[config.mk]
export PLATFORM = sky130hd
export DESIGN_NAME = schnorr_proof_verify_top
export DESIGN_NICKNAME = d
export VERILOG_FILES = /design/src/rtl/core/spv_pkg.sv /design/src/rtl/core/spv_mulmod_unit.sv /design/src/rtl/core/spv_seq.sv /design/src/rtl/core/schnorr_proof_verify_top.sv
export SDC_FILE = /design/constraint.sdc
export NUM_CORES = 1
export LEC_CHECK = 0
export ABC_AREA = 1
export BUFFER_PORTS_ARGS = -buffer_cell sky130_fd_sc_hd__buf_2
export CAP_MARGIN = 15
export CORE_MARGIN = 2
export CORE_UTILIZATION = 45
export DETAILED_ROUTE_END_ITERATION = 6
export PLACE_DENSITY = 0.64
export SYNTH_ARGS = -nofsm -noshare
export SYNTH_HDL_FRONTEND = slang
export SYNTH_SLANG_ARGS = --single-unit
[constraint.sdc]
create_clock -name clk -period 18.5 [get_ports clk]
set_input_delay 1.85 -clock clk [delete_from_list [all_inputs] [get_ports clk]]
set_output_delay 1.85 -clock clk [all_outputs]
set_load 0.02 [all_outputs]
[src/rtl/core/spv_pkg.sv]
// ----------------------------------------------------------------------------
// spv_pkg
// Shared types and constants for the Schnorr proof verifier: command and
// status records of the modular arithmetic unit, operation codes, register
// indexes and reset values.
// ----------------------------------------------------------------------------
package spv_pkg;

	// datapath width default
	localparam int DEF_WIDTH = 32;

	// configuration register reset values
	localparam int unsigned RST_MODULUS   = 23;
	localparam int unsigned RST_GENERATOR = 5;

	// configuration register indexes
	localparam int CFG_IDX_W = 1;
	localparam logic [CFG_IDX_W-1:0] CFG_MODULUS   = 1'd0;
	localparam logic [CFG_IDX_W-1:0] CFG_GENERATOR = 1'd1;

	// arithmetic unit operations
	localparam logic OP_MUL = 1'b0;   // (a * b) mod m, a already reduced
	localparam logic OP_RED = 1'b1;   // b mod m

	typedef struct packed {
		logic go;
		logic op;
	} spv_cmd_t;

	typedef struct packed {
		logic busy;
		logic done;
	} spv_stat_t;

endpackage

[src/rtl/core/spv_mulmod_unit.sv]
// ----------------------------------------------------------------------------
// spv_mulmod_unit
// Shared modular arithmetic unit. Multiplies by shift-add, one multiplier
// bit per cycle, or reduces a value modulo m by restoring division, one
// dividend bit per cycle. Pulses done for one cycle when the result is ready.
// ----------------------------------------------------------------------------
module spv_mulmod_unit #(
	parameter int WIDTH = spv_pkg::DEF_WIDTH
) (
	input  logic              clk,
	input  logic              arst_n,
	input  spv_pkg::spv_cmd_t cmd,
	input  logic [WIDTH-1:0]  opa,
	input  logic [WIDTH-1:0]  opb,
	input  logic [WIDTH-1:0]  m,
	output spv_pkg::spv_stat_t stat,
	output logic [WIDTH-1:0]  result
);
	import spv_pkg::*;

	localparam int CW = (WIDTH > 1) ? $clog2(WIDTH) : 1;

	logic             busy_q;
	logic             done_q;
	logic             op_q;
	logic [CW-1:0]    cnt_q;
	logic [WIDTH-1:0] acc_q;
	logic [WIDTH-1:0] a_q;
	logic [WIDTH-1:0] b_q;

	logic [WIDTH-1:0] acc_add;
	logic [WIDTH-1:0] a_dbl;
	logic [WIDTH:0]   red_v;
	logic [WIDTH:0]   red_sub;
	logic [WIDTH-1:0] red_nxt;

	// (x + y) mod mm for x, y below mm, without overflow
	function automatic logic [WIDTH-1:0] add_mod(
		input logic [WIDTH-1:0] x,
		input logic [WIDTH-1:0] y,
		input logic [WIDTH-1:0] mm
	);
		logic [WIDTH-1:0] room;
		room = mm - y;
		return (x >= room) ? (x - room) : (x + y);
	endfunction

	// multiply step: add and double in parallel
	assign acc_add = add_mod(acc_q, a_q, m);
	assign a_dbl   = add_mod(a_q, a_q, m);

	// reduce step: shift in next dividend bit, subtract once if needed
	assign red_v   = {acc_q, b_q[WIDTH-1]};
	assign red_sub = red_v - {1'b0, m};
	assign red_nxt = (red_v >= {1'b0, m}) ? red_sub[WIDTH-1:0] : red_v[WIDTH-1:0];

	// control
	always_ff @(posedge clk or negedge arst_n) begin
		if (!arst_n) begin
			busy_q <= 1'b0;
			done_q <= 1'b0;
			op_q   <= OP_MUL;
			cnt_q  <= '0;
		end else begin
			done_q <= 1'b0;
			if (cmd.go && !busy_q) begin
				busy_q <= 1'b1;
				op_q   <= cmd.op;
				cnt_q  <= '0;
			end else if (busy_q) begin
				if (op_q == OP_MUL) begin
					if (b_q == '0) begin
						busy_q <= 1'b0;
						done_q <= 1'b1;
					end
				end else begin
					cnt_q <= cnt_q + 1'b1;
					if (cnt_q == CW'(WIDTH - 1)) begin
						busy_q <= 1'b0;
						done_q <= 1'b1;
					end
				end
			end
		end
	end

	// datapath
	always_ff @(posedge clk) begin
		if (cmd.go && !busy_q) begin
			acc_q <= '0;
			a_q   <= opa;
			b_q   <= opb;
		end else if (busy_q) begin
			if (op_q == OP_MUL) begin
				if (b_q != '0) begin
					if (b_q[0])
						acc_q <= acc_add;
					a_q <= a_dbl;
					b_q <= b_q >> 1;
				end
			end else begin
				acc_q <= red_nxt;
				b_q   <= b_q << 1;
			end
		end
	end

	assign stat.busy = busy_q;
	assign stat.done = done_q;
	assign result    = acc_q;

	// a new operation only starts on an idle unit
	a_go_idle: assert property (@(posedge clk) disable iff (!arst_n)
		cmd.go |-> !busy_q)
		else $error("unit started while busy");

	// completion follows work and leaves the unit idle
	a_done_idle: assert property (@(posedge clk) disable iff (!arst_n)
		done_q |-> !busy_q && $past(busy_q))
		else $error("done without preceding operation");

	// every result is fully reduced
	a_reduced: assert property (@(posedge clk) disable iff (!arst_n)
		(done_q && m != '0 && $stable(m)) |-> (acc_q < m))
		else $error("unit result not reduced");

endmodule

[src/rtl/core/spv_seq.sv]
// ----------------------------------------------------------------------------
// spv_seq
// Sequencer of the verifier. Reduces g, y and t, runs right-to-left
// square-and-multiply for g^s and y^c on the shared unit, multiplies t into
// the right side and compares both sides.
// ----------------------------------------------------------------------------
module spv_seq #(
	parameter int WIDTH = spv_pkg::DEF_WIDTH
) (
	input  logic               clk,
	input  logic               arst_n,
	input  logic               start,
	output logic               busy,
	input  logic [WIDTH-1:0]   pub_key,
	input  logic [WIDTH-1:0]   commit_value,
	input  logic [WIDTH-1:0]   challenge_exp,
	input  logic [WIDTH-1:0]   response_exp,
	input  logic [WIDTH-1:0]   modulus,
	input  logic [WIDTH-1:0]   group_generator,
	output logic               done,
	output logic               proof_valid,
	output spv_pkg::spv_cmd_t  cmd,
	output logic [WIDTH-1:0]   opa,
	output logic [WIDTH-1:0]   opb,
	input  spv_pkg::spv_stat_t stat,
	input  logic [WIDTH-1:0]   result
);
	import spv_pkg::*;

	localparam logic [2:0] S_IDLE  = 3'd0;
	localparam logic [2:0] S_RED_G = 3'd1;
	localparam logic [2:0] S_RED_Y = 3'd2;
	localparam logic [2:0] S_RED_T = 3'd3;
	localparam logic [2:0] S_STEP  = 3'd4;
	localparam logic [2:0] S_MUL   = 3'd5;
	localparam logic [2:0] S_SQ    = 3'd6;
	localparam logic [2:0] S_FIN   = 3'd7;

	logic [2:0]       state_q;
	logic             pass_q;      // 0: left side g^s, 1: right side y^c
	logic             done_q;
	logic             valid_q;
	spv_cmd_t         cmd_q;
	logic [WIDTH-1:0] opa_q;
	logic [WIDTH-1:0] opb_q;
	logic [WIDTH-1:0] y_q;
	logic [WIDTH-1:0] t_q;
	logic [WIDTH-1:0] c_q;
	logic [WIDTH-1:0] s_q;
	logic [WIDTH-1:0] e_q;
	logic [WIDTH-1:0] acc_q;
	logic [WIDTH-1:0] sq_q;
	logic [WIDTH-1:0] lhs_q;

	// control: state, pass, unit command, result strobe
	always_ff @(posedge clk or negedge arst_n) begin
		if (!arst_n) begin
			state_q <= S_IDLE;
			pass_q  <= 1'b0;
			done_q  <= 1'b0;
			valid_q <= 1'b0;
			cmd_q   <= '0;
		end else begin
			done_q   <= 1'b0;
			cmd_q.go <= 1'b0;
			unique case (state_q)
				S_IDLE: begin
					if (start) begin
						if (modulus == '0) begin
							done_q  <= 1'b1;
							valid_q <= 1'b0;
						end else begin
							cmd_q   <= '{go: 1'b1, op: OP_RED};
							state_q <= S_RED_G;
						end
					end
				end
				S_RED_G: begin
					if (stat.done) begin
						cmd_q   <= '{go: 1'b1, op: OP_RED};
						state_q <= S_RED_Y;
					end
				end
				S_RED_Y: begin
					if (stat.done) begin
						cmd_q   <= '{go: 1'b1, op: OP_RED};
						state_q <= S_RED_T;
					end
				end
				S_RED_T: begin
					if (stat.done) begin
						pass_q  <= 1'b0;
						state_q <= S_STEP;
					end
				end
				S_STEP: begin
					if (e_q == '0) begin
						if (!pass_q) begin
							pass_q <= 1'b1;
						end else begin
							cmd_q   <= '{go: 1'b1, op: OP_MUL};
							state_q <= S_FIN;
						end
					end else begin
						cmd_q   <= '{go: 1'b1, op: OP_MUL};
						state_q <= e_q[0] ? S_MUL : S_SQ;
					end
				end
				S_MUL: begin
					if (stat.done) begin
						if (e_q[WIDTH-1:1] != '0) begin
							cmd_q   <= '{go: 1'b1, op: OP_MUL};
							state_q <= S_SQ;
						end else begin
							state_q <= S_STEP;
						end
					end
				end
				S_SQ: begin
					if (stat.done)
						state_q <= S_STEP;
				end
				S_FIN: begin
					if (stat.done) begin
						done_q  <= 1'b1;
						valid_q <= (lhs_q == result);
						state_q <= S_IDLE;
					end
				end
				default: state_q <= S_IDLE;
			endcase
		end
	end

	// datapath: operands, exponent, accumulator and square
	always_ff @(posedge clk) begin
		case (state_q)
			S_IDLE: begin
				if (start) begin
					y_q   <= pub_key;
					t_q   <= commit_value;
					c_q   <= challenge_exp;
					s_q   <= response_exp;
					opb_q <= group_generator;
				end
			end
			S_RED_G: begin
				if (stat.done) begin
					sq_q  <= result;
					opb_q <= y_q;
				end
			end
			S_RED_Y: begin
				if (stat.done) begin
					y_q   <= result;
					opb_q <= t_q;
				end
			end
			S_RED_T: begin
				if (stat.done) begin
					t_q   <= result;
					acc_q <= WIDTH'(1);
					e_q   <= s_q;
				end
			end
			S_STEP: begin
				if (e_q == '0) begin
					if (!pass_q) begin
						lhs_q <= acc_q;
						acc_q <= WIDTH'(1);
						sq_q  <= y_q;
						e_q   <= c_q;
					end else begin
						opa_q <= t_q;
						opb_q <= acc_q;
					end
				end else if (e_q[0]) begin
					opa_q <= sq_q;
					opb_q <= acc_q;
				end else begin
					opa_q <= sq_q;
					opb_q <= sq_q;
				end
			end
			S_MUL: begin
				if (stat.done) begin
					acc_q <= result;
					if (e_q[WIDTH-1:1] != '0) begin
						opa_q <= sq_q;
						opb_q <= sq_q;
					end else begin
						e_q <= '0;
					end
				end
			end
			S_SQ: begin
				if (stat.done) begin
					sq_q <= result;
					e_q  <= e_q >> 1;
				end
			end
			default: ;
		endcase
	end

	assign busy        = (state_q != S_IDLE);
	assign done        = done_q;
	assign proof_valid = valid_q;
	assign cmd         = cmd_q;
	assign opa         = opa_q;
	assign opb         = opb_q;

	// a result comes from the final multiply or from a zero modulus start
	a_done_src: assert property (@(posedge clk) disable iff (!arst_n)
		done_q |-> ($past(state_q) == S_FIN) || ($past(state_q) == S_IDLE && $past(start)))
		else $error("result strobe without a transaction");

	// the final multiply only follows the right side exponentiation
	a_fin_pass: assert property (@(posedge clk) disable iff (!arst_n)
		(state_q == S_FIN) |-> pass_q)
		else $error("final multiply before right side");

	// leaving idle always takes a new transaction
	a_rose_busy: assert property (@(posedge clk) disable iff (!arst_n)
		$rose(busy) |-> $past(start))
		else $error("sequencer left idle without start");

	// the unit is never commanded while it works
	a_cmd_free: assert property (@(posedge clk) disable iff (!arst_n)
		cmd_q.go |-> !stat.busy)
		else $error("command issued to busy unit");

endmodule

[src/rtl/core/schnorr_proof_verify_top.sv]
// ----------------------------------------------------------------------------
// schnorr_proof_verify_top
// Schnorr identification verifier: checks g^s mod p == t * y^c mod p.
// ----------------------------------------------------------------------------
// Usage:
//   Input transaction: drive pub_key, commit_value, challenge_exp and
//   response_exp and raise start while busy is low; the fields are captured
//   at that edge. busy stays high until the verdict is out.
//   Result transaction: done is high for exactly one cycle with proof_valid.
//   The receiver cannot stall; the result is shown once and dropped.
//   Configuration: write modulus (index 0) and group_generator (index 1)
//   through cfg_wr_en / cfg_index / cfg_data while the block is idle.
//   A zero modulus gives proof_valid low in the cycle after the accepting
//   edge; busy stays low for it.
// Arithmetic: one shared modular unit does all arithmetic, one bit
//   per cycle. Three reductions come first; every modular multiply works
//   through the bits of its multiplier, and each exponent bit costs a
//   pass through the step state plus up to two multiplies. A final
//   multiply of t into the right side ends the run. A new start is
//   taken while done is shown.
// Reset: arst_n clears control; modulus returns to 23, generator to 5.
// ----------------------------------------------------------------------------
module schnorr_proof_verify_top #(
	parameter int WIDTH = spv_pkg::DEF_WIDTH
) (
	input  logic                          clk,
	input  logic                          arst_n,
	input  logic                          start,
	output logic                          busy,
	input  logic [WIDTH-1:0]              pub_key,
	input  logic [WIDTH-1:0]              commit_value,
	input  logic [WIDTH-1:0]              challenge_exp,
	input  logic [WIDTH-1:0]              response_exp,
	output logic                          done,
	output logic                          proof_valid,
	input  logic                          cfg_wr_en,
	input  logic [spv_pkg::CFG_IDX_W-1:0] cfg_index,
	input  logic [WIDTH-1:0]              cfg_data
);
	import spv_pkg::*;

	logic [WIDTH-1:0] modulus_q;
	logic [WIDTH-1:0] generator_q;
	spv_cmd_t         cmd;
	spv_stat_t        stat;
	logic [WIDTH-1:0] opa;
	logic [WIDTH-1:0] opb;
	logic [WIDTH-1:0] result;

	// configuration registers
	always_ff @(posedge clk or negedge arst_n) begin
		if (!arst_n) begin
			modulus_q   <= WIDTH'(RST_MODULUS);
			generator_q <= WIDTH'(RST_GENERATOR);
		end else if (cfg_wr_en) begin
			unique case (cfg_index)
				CFG_MODULUS:   modulus_q   <= cfg_data;
				CFG_GENERATOR: generator_q <= cfg_data;
				default: ;
			endcase
		end
	end

	// sequencer
	spv_seq #(.WIDTH(WIDTH)) u_seq (
		.clk             (clk),
		.arst_n          (arst_n),
		.start           (start),
		.busy            (busy),
		.pub_key         (pub_key),
		.commit_value    (commit_value),
		.challenge_exp   (challenge_exp),
		.response_exp    (response_exp),
		.modulus         (modulus_q),
		.group_generator (generator_q),
		.done            (done),
		.proof_valid     (proof_valid),
		.cmd             (cmd),
		.opa             (opa),
		.opb             (opb),
		.stat            (stat),
		.result          (result)
	);

	// shared modular arithmetic unit
	spv_mulmod_unit #(.WIDTH(WIDTH)) u_unit (
		.clk    (clk),
		.arst_n (arst_n),
		.cmd    (cmd),
		.opa    (opa),
		.opb    (opb),
		.m      (modulus_q),
		.stat   (stat),
		.result (result)
	);

	// configuration must hold while a transaction is in flight
	a_cfg_stable: assert property (@(posedge clk) disable iff (!arst_n)
		busy |-> !cfg_wr_en)
		else $error("configuration written during a transaction");

	// a zero modulus never reaches the arithmetic unit
	a_no_zero_mod: assert property (@(posedge clk) disable iff (!arst_n)
		cmd.go |-> (modulus_q != '0))
		else $error("arithmetic started with zero modulus");

	// result strobe never overlaps a busy sequencer
	a_done_start: assert property (@(posedge clk) disable iff (!arst_n)
		(done && busy) |-> 1'b0)
		else $error("result strobe while busy");

endmodule

== After elaboration in Yosys (flattened, before gate mapping) ==
Cells that the tools add are included.
Cells by class
  $add $sub $neg: 7
  order comparisons: 3
  equality and inequality tests: 27
  muxes and demuxes: 89
  bitwise logic cells: 2
  reductions and logical operators: 47
Operators with widths (count)
  32-bit 2-to-1 mux: 38
  32-bit one-hot mux with 2 select lines: 4
  32-bit one-hot mux with 5 select lines: 1
  32-bit one-hot mux with 4 select lines: 1
  32-bit subtractor: 4
  32-bit zero test: 3
  32-bit one-hot mux with 3 select lines: 1
  32-bit adder: 2
  32-bit greater-or-equal comparator: 2
  33-bit by 32-bit greater-or-equal comparator with 1-bit output: 1
  32-bit equality test: 1
  32-bit nonzero test: 1
  31-bit nonzero test: 1
  3-bit 2-to-1 mux: 9
  2-bit by 1-bit != test with 1-bit output (second input constant): 12
  2-bit nonzero test: 11
  3-bit one-hot mux with 7 select lines: 1
  7-bit AND reduction: 3
  1-bit 2-to-1 mux: 18
  2-bit 2-to-1 mux: 9
  3-bit AND reduction: 6
  5-bit 2-to-1 mux: 3
  3-bit equality test (second input constant): 4
  4-bit AND reduction: 3
  19 further kinds: 36
Storage, ports and cells
  bits in registers: 496
  input bits: 165
  word-level logic and storage cells: 200

== Longest topological paths before layout ==
  word-level depth: 7
  depth in mapped cells: 33

== By module ==
Synthesis repeated with hierarchy kept, for this count alone.
Second synthesis, totals
  cells, all modules: 4046
  area total of the unflattened synthesis: 32154.6 um^2
Modules (own cells, without submodules)
  spv_seq: instances 1, cells an instance 1585, area each 15275.9 um^2, seq. area each 9809.4 um^2
  spv_mulmod_unit: instances 1, cells an instance 2182, area each 14256.2 um^2, seq. area each 2762.6 um^2
  schnorr_proof_verify_top: instances 1, cells an instance 279, area each 2622.5 um^2, seq. area each 1609.0 um^2

== Least setup slack after synthesis ==
No wires, ideal clock.
  kind: input to register
  start point: input start
  end point: register u_seq.t_q[0] (enable)
  data arrival time: 6.506 ns
  required time: 18.068 ns
  slack: 11.562 ns
  stages: 4
  path through: inv_1 -> nor2_1 -> inv_1 -> a21oi_1
Between the ends
  cells in the longest elaborated chain, start to end: 2
Ends and longest elaborated chain
  start: declaration: line schnorr_proof_verify_top.sv:28  | input logic start,
  2-bit != test (no source line)
  3-bit AND reduction (no source line)
  end signal: assignment: line spv_seq.sv:141  | t_q <= commit_value;
  end signal: assignment: line spv_seq.sv:161  | t_q <= result;
  end: declaration: line spv_seq.sv:47  | logic [WIDTH-1:0] t_q;
Every way passes these cells.
A chain may end at the register's enable or synchronous reset.

== Worst setup path in the final report ==
  start point: register modulus_q[0]
  end point: register u_unit.acc_q[27] (netlist: u_unit.result[27])
Between the ends
  cells in the longest elaborated chain, start to end: 6
  elaborated cells between the ends (all ways): 10
  those cells by class: add/sub: 3; order compare: 2; mux: 5
Ends and longest elaborated chain
  start: declaration: line schnorr_proof_verify_top.sv:42  | logic [WIDTH-1:0] modulus_q;
  start signal: assignment: line schnorr_proof_verify_top.sv:53  | modulus_q <= WIDTH'(RST_MODULUS);
  start signal: assignment: line schnorr_proof_verify_top.sv:57  | CFG_MODULUS: modulus_q <= cfg_data;
  32-bit subtractor: line spv_mulmod_unit.sv:44  | room = mm - y;
  32-bit subtractor / 32-bit greater-or-equal comparator (equally long branches): line spv_mulmod_unit.sv:45  | return (x >= room) ? (x - room) : (x + y);
  32-bit 2-to-1 mux: line spv_mulmod_unit.sv:45
  32-bit 2-to-1 mux: line spv_mulmod_unit.sv:96  | if (b_q[0])
  32-bit 2-to-1 mux: line spv_mulmod_unit.sv:95  | if (b_q != '0) begin
  32-bit 2-to-1 mux (*): line spv_mulmod_unit.sv:94  | if (op_q == OP_MUL) begin
  end signal: assignment: line spv_mulmod_unit.sv:102  | acc_q <= red_nxt;
  end: declaration: line spv_mulmod_unit.sv:27  | logic [WIDTH-1:0] acc_q;
Mark *: on every way between the ends. The rest lies on a longest branch, timed or not. The select of a mux whose other input is x is not followed.

==> impl_table.tex <==
\begin{tabular}{lr}
\hline
Metric & Value \\
\hline
\multicolumn{2}{l}{\textbf{Cells and area}} \\
\quad Post-layout utilization of the core & 50.68\% \\
\quad Layout filler cell count & 6563 \\
\quad Growth of design area from synthesis to finish & 11.27\% \\
\quad Share of cells above drive strength 1 & 9.566\% \\
\quad Net count, final & 4246 \\
\multicolumn{2}{l}{\textbf{Global routing}} \\
\quad Largest net degree at the start of global routing & 75 \\
\quad GR Layer Usage met2 & 45.11\% \\
\quad Initial antenna violation count & 6 \\
\quad Number of global-route vias before repair & 26338 \\
\quad Met3 usage & 5.104\% \\
\quad GRT Util Overall & 28.87\% \\
\quad GRT overflow & 0 \\
\quad Global-route wire length before repair & 157400 microns \\
\quad GRT met1 Usage & 40.77\% \\
\quad Global routing's busiest layer & met2 \\
\multicolumn{2}{l}{\textbf{Critical path}} \\
\quad FF-to-FF Start & modulus\_q[0] \\
\quad Critical-path maximum fanout & 33 \\
\quad Reg2Reg Depth & 27 \\
\quad Data arrival time of the worst path & 6.36 ns \\
\quad Kind of critical path & register to register \\
\quad Worst Setup Start Kind & register \\
\quad Kind of cell adding the most delay to the critical path & simple AND/OR/NAND/NOR gates \\
\quad CP max stage cell & sky130\_fd\_sc\_hd\_\_nand4\_2 \\
\quad Worst Setup End Kind & register \\
\quad Max stage delay on crit path & 0.85 ns \\
\quad Reg-to-reg critical path endpoint & u\_unit.result[27] \\
\quad Worst reg2reg setup slack & 12.65 ns \\
\quad Worst path required time & 19.01 ns \\
\quad Buffers \& Inverters on Critical Path & 6 \\
\multicolumn{2}{l}{\textbf{Synthesis}} \\
\quad Top cell type by total area after synthesis & sky130\_fd\_sc\_hd\_\_edfxtp\_1 \\
\quad Top area cells in the synthesized netlist & sky130\_fd\_sc\_hd\_\_edfxtp\_1 (37\%), sky130\_fd\_sc\_hd\_\_nand2\_1 (11\%), sky130\_fd\_sc\_hd\_\_ha\_1 (6.2\%) \\
\quad Proportion of synthesized chip area in sequential cells & 45.24\% \\
\quad Number of enable-type register cells in the synthesized netlist & 384 \\
\quad Post-synthesis async set-or-reset flop share & 16.13\% \\
\quad Average size of a mapped cell & 8.237 sq um \\
\quad Post-synthesis register bit count & 496 \\
\quad Number of warnings printed during yosys synthesis & 0 \\
\quad Area share of the largest cell type after synthesis & 36.78\% \\
\quad Synth unique cells & 67 \\
\quad Syn Nets & 4132 \\
\quad Post-synth design cell area & 31350 sq um \\
\quad Synthesized netlist cell count & 3806 \\
\quad Dominant synthesized flop cell & sky130\_fd\_sc\_hd\_\_edfxtp\_1 \\
\multicolumn{2}{l}{\textbf{Hold path}} \\
\quad Type of the most critical hold path & register to register \\
\quad Hold Path Origin & u\_seq.acc\_q[20] \\
\quad End point of the worst hold path & u\_seq.lhs\_q[20] \\
\quad Instance count along the most critical hold path & 0 \\
\multicolumn{2}{l}{\textbf{Timing}} \\
\quad Maximum clock skew at final layout & 0.01153 ns \\
\quad Count of final hold-check violations & 0 \\
\quad Fin crit period & 5.847 ns \\
\quad Worst setup margin & 12.65 ns \\
\quad Final period utilization & 31.61\% \\
\quad Number of failing setup endpoints in the final timing report & 0 \\
\quad Fmax achieved & 171.0 MHz \\
\quad Headroom to the max-slew limit & 23.40\% \\
\quad Setup repair after global routing missed its margin & no \\
\quad Fin Setup TNS & 0 ns \\
\quad Count of pins over their slew limit & 0 \\
\quad Slew at the pin with the worst max-slew slack & 1.145 ns \\
\multicolumn{2}{l}{\textbf{Placement}} \\
\quad Buffers on Ports & 167 \\
\quad Global placer's final weighted congestion & 0.9813 \\
\quad Worst Setup Slack post-DPL & 12.63 ns \\
\quad DP Wirelength & 77120 microns \\
\multicolumn{2}{l}{\textbf{CTS}} \\
\quad Max clock buf depth & 3 \\
\quad CTS H-Tree Depth & 2 \\
\quad Insertion delay to the later sink of the worst-skew pair & 0.61 ns \\
\quad Setup Fix Bufs, Post-CTS & 0 \\
\quad Number of sinks handled by clock tree synthesis & 496 \\
\quad Clock root buffer master & sky130\_fd\_sc\_hd\_\_clkbuf\_16 \\
\quad TritonCTS clock tree & built \\
\quad Total CTS buffers & 52 \\
\quad Register clock-pin slew on the reported worst setup and hold paths & 0.06 ns \\
\quad Post-CTS Resized & 0 \\
\quad Hold\_buf cts & 0 \\
\multicolumn{2}{l}{\textbf{Floorplan}} \\
\quad Number of rows created at floorplan & 96 \\
\quad Y dimension of the die & 267.9 microns \\
\quad Core footprint & 68830 sq um \\
\quad Die Area & 71790 sq um \\
\quad Number of top-level pins & 168 \\
\quad Die Width & 267.9 microns \\
\quad Initial standard-cell utilization of the core & 45.55\% \\
\multicolumn{2}{l}{\textbf{Routing}} \\
\quad Detailed-route vias per instance & 5.649 \\
\quad Remaining DRCs & 0 \\
\quad Total via count after detailed routing & 27646 \\
\quad First-pass DRT Iterations & 6 \\
\quad Average wire per standard cell & 21.22 microns \\
\quad Post-detailed-route count of antenna-violating nets & 0 \\
\quad Violation count after the first detailed-routing iteration & 2774 \\
\quad Total length of routed wires & 103900 microns \\
\multicolumn{2}{l}{\textbf{Power}} \\
\quad Power density over cell area & 81.76 nW/um\^{}2 \\
\quad Peak ir drop on the vdd network & 0.07701 mV \\
\quad Leakage Power & 15.22 nW \\
\multicolumn{2}{l}{\textbf{Run}} \\
\quad Max-cap check violation count & 0 \\
\multicolumn{2}{l}{\textbf{Run status}} \\
\quad Result of the run & finished, final reports clean \\
\hline
\end{tabular}
[area by class of cell]
| class | count | area (sq um) | area share, % |
|---|---|---|---|
| clock inverters | 26 | 314.1 | 0.9003 |
| clock buffers | 70 | 1389 | 3.981 |
| well taps | 931 | 1165 | 3.339 |
| repair buffers | 207 | 1171 | 3.357 |
| inverters | 475 | 1784 | 5.115 |
| multi-input cells | 2688 | 14870 | 42.64 |
| flip-flops and latches | 496 | 14180 | 40.66 |
| diodes | 1 | 2.502 | 0.007174 |
[power breakdown]
part	switching, mW	internal (mW)	total, mW
Combinational	0.351	0.191	0.542
Sequential	0.0237	1.22	1.25
Clock	0.462	0.603	1.06
[synthesized netlist by cell type (5+ instances only)]
cell type,count
sky130_fd_sc_hd__nand2_1,890
sky130_fd_sc_hd__inv_1,469
sky130_fd_sc_hd__edfxtp_1,384
sky130_fd_sc_hd__o21ai_0,340
sky130_fd_sc_hd__nand3_1,311
sky130_fd_sc_hd__nor2_1,243
sky130_fd_sc_hd__a21oi_1,225
sky130_fd_sc_hd__ha_1,156
sky130_fd_sc_hd__clkbuf_1,113
sky130_fd_sc_hd__xnor2_1,95
sky130_fd_sc_hd__dfrtp_1,74
sky130_fd_sc_hd__xor2_1,68
sky130_fd_sc_hd__nand4_1,67
sky130_fd_sc_hd__o22ai_1,35
sky130_fd_sc_hd__dfxtp_1,32
sky130_fd_sc_hd__o2111ai_1,32
sky130_fd_sc_hd__nor4_1,31
sky130_fd_sc_hd__nor3_1,26
sky130_fd_sc_hd__nand3_2,24
sky130_fd_sc_hd__nand3b_1,16
sky130_fd_sc_hd__a21o_1,15
sky130_fd_sc_hd__a31oi_1,14
sky130_fd_sc_hd__buf_2,13
sky130_fd_sc_hd__nand2_2,11
sky130_fd_sc_hd__o21a_1,10
sky130_fd_sc_hd__o21bai_1,10
sky130_fd_sc_hd__buf_1,8
sky130_fd_sc_hd__o21ai_1,8
sky130_fd_sc_hd__buf_4,6
sky130_fd_sc_hd__dfstp_2,6
sky130_fd_sc_hd__buf_6,5
sky130_fd_sc_hd__fa_1,5
sky130_fd_sc_hd__nand2_4,5
[worst max-delay path by stage]
stage,cells past startpoint,slack [ns],startpoint,to
after floorplan,4,11.56,start,u_seq.t_q[0]
after global placement,29,12.81,u_unit.a_q[1],u_unit.result[27]
after detailed placement,29,12.63,u_unit.a_q[1],u_unit.result[27]
after CTS,29,12.63,u_unit.a_q[1],u_unit.result[27]
after global routing,29,12.03,u_unit.a_q[1],u_unit.result[27]
final,27,12.65,modulus_q[0],u_unit.result[27]
[routing by layer]
metal | up-vias | wire length, microns
li1 | 13183 | -
met1 | 13066 | 45420
met2 | 1204 | 45930
met3 | 185 | 9152
met4 | 8 | 3330
met5 | - | 40
[worst reg2reg max path, cell delays in order, from the launching register on]
cell                       delay (ns)
sky130_fd_sc_hd__dfstp_2         0.58
sky130_fd_sc_hd__inv_1           0.05
sky130_fd_sc_hd__ha_1            0.18
sky130_fd_sc_hd__inv_1           0.13
sky130_fd_sc_hd__fa_1            0.30
sky130_fd_sc_hd__nand3_1         0.12
sky130_fd_sc_hd__nand3_2         0.15
sky130_fd_sc_hd__nand2_2         0.10
sky130_fd_sc_hd__nand2_2         0.10
sky130_fd_sc_hd__nand3_1         0.07
sky130_fd_sc_hd__nand2_1         0.14
sky130_fd_sc_hd__a21oi_1         0.12
sky130_fd_sc_hd__o21ai_0         0.33
sky130_fd_sc_hd__inv_1           0.11
sky130_fd_sc_hd__o41ai_1         0.32
sky130_fd_sc_hd__xnor2_1         0.22
sky130_fd_sc_hd__ha_1            0.33
sky130_fd_sc_hd__inv_1           0.12
sky130_fd_sc_hd__o21ai_0         0.16
sky130_fd_sc_hd__a211oi_4        0.25
sky130_fd_sc_hd__buf_4           0.36
sky130_fd_sc_hd__nand4_2         0.86
sky130_fd_sc_hd__nand2_1         0.28
sky130_fd_sc_hd__nand2_1         0.08
sky130_fd_sc_hd__nand2_1         0.06
sky130_fd_sc_hd__nand3_1         0.07
sky130_fd_sc_hd__nand2_1         0.10
sky130_fd_sc_hd__inv_1           0.04
[sequential cells by signal, indices dropped and copies added (netlist names), 3 cells and up]
| name | count |
|---|---|
| u_seq.opb | 32 |
| u_seq.c_q | 32 |
| u_seq.t_q | 32 |
| modulus_q | 32 |
| u_unit.b_q | 32 |
| generator_q | 32 |
| u_unit.result | 32 |
| u_unit.a_q | 32 |
| u_seq.opa | 32 |
| u_seq.s_q | 32 |
| u_seq.acc_q | 32 |
| u_unit.cnt_q | 5 |
| u_seq.state_q | 3 |
| u_seq.lhs_q | 32 |
| u_seq.y_q | 32 |
| u_seq.e_q | 32 |
| u_seq.sq_q | 32 |
[metrics by stage]
stage               area [sq um]  std cells  total power, mW  hold WS, ns
floorplan                  31350       3806            1.646       0.4208
global route               34880       4893            2.965       0.4455
finish                     34880       4894            2.852       0.4422
CTS                        34830       4891            2.856       0.4411
global placement           33130       4795            1.798       0.4238
detailed placement         33130       4795            1.796       0.4282
[cells in the final DEF (no fill, tap or decap), types with 7 or more instances in the layout]
cell type	count
sky130_fd_sc_hd__nand2_1	884
sky130_fd_sc_hd__inv_1	466
sky130_fd_sc_hd__edfxtp_1	384
sky130_fd_sc_hd__o21ai_0	339
sky130_fd_sc_hd__nand3_1	311
sky130_fd_sc_hd__nor2_1	235
sky130_fd_sc_hd__a21oi_1	221
sky130_fd_sc_hd__buf_2	166
sky130_fd_sc_hd__ha_1	156
sky130_fd_sc_hd__xnor2_1	95
sky130_fd_sc_hd__dfrtp_1	73
sky130_fd_sc_hd__xor2_1	68
sky130_fd_sc_hd__nand4_1	67
sky130_fd_sc_hd__clkbuf_16	52
sky130_fd_sc_hd__buf_4	39
sky130_fd_sc_hd__o22ai_1	35
sky130_fd_sc_hd__o2111ai_1	32
sky130_fd_sc_hd__dfxtp_1	32
sky130_fd_sc_hd__nor4_1	30
sky130_fd_sc_hd__nand3_2	24
sky130_fd_sc_hd__nor3_1	23
sky130_fd_sc_hd__nand2_2	16
sky130_fd_sc_hd__nand3b_1	16
sky130_fd_sc_hd__clkbuf_1	16
sky130_fd_sc_hd__a21o_1	15
sky130_fd_sc_hd__a31oi_1	14
sky130_fd_sc_hd__clkinv_1	10
sky130_fd_sc_hd__o21bai_1	10
sky130_fd_sc_hd__o21a_1	10
sky130_fd_sc_hd__o21ai_1	8
sky130_fd_sc_hd__nor2_2	7
sky130_fd_sc_hd__nor2_4	7
[cells by family after synthesis]
logic type               count (synthesis)  share of synthesized area (%)
AO/OA/AOI/OAI                          727                          12.96
XOR/XNOR                               163                          4.554
adder cells (fa/ha/maj)                161                          6.546
buffers and inverters                  622                          7.799
flip-flops                             496                          45.24
AND/OR/NAND/NOR                       1637                          22.90
Note: power is estimated with default switching activity, not from simulation.
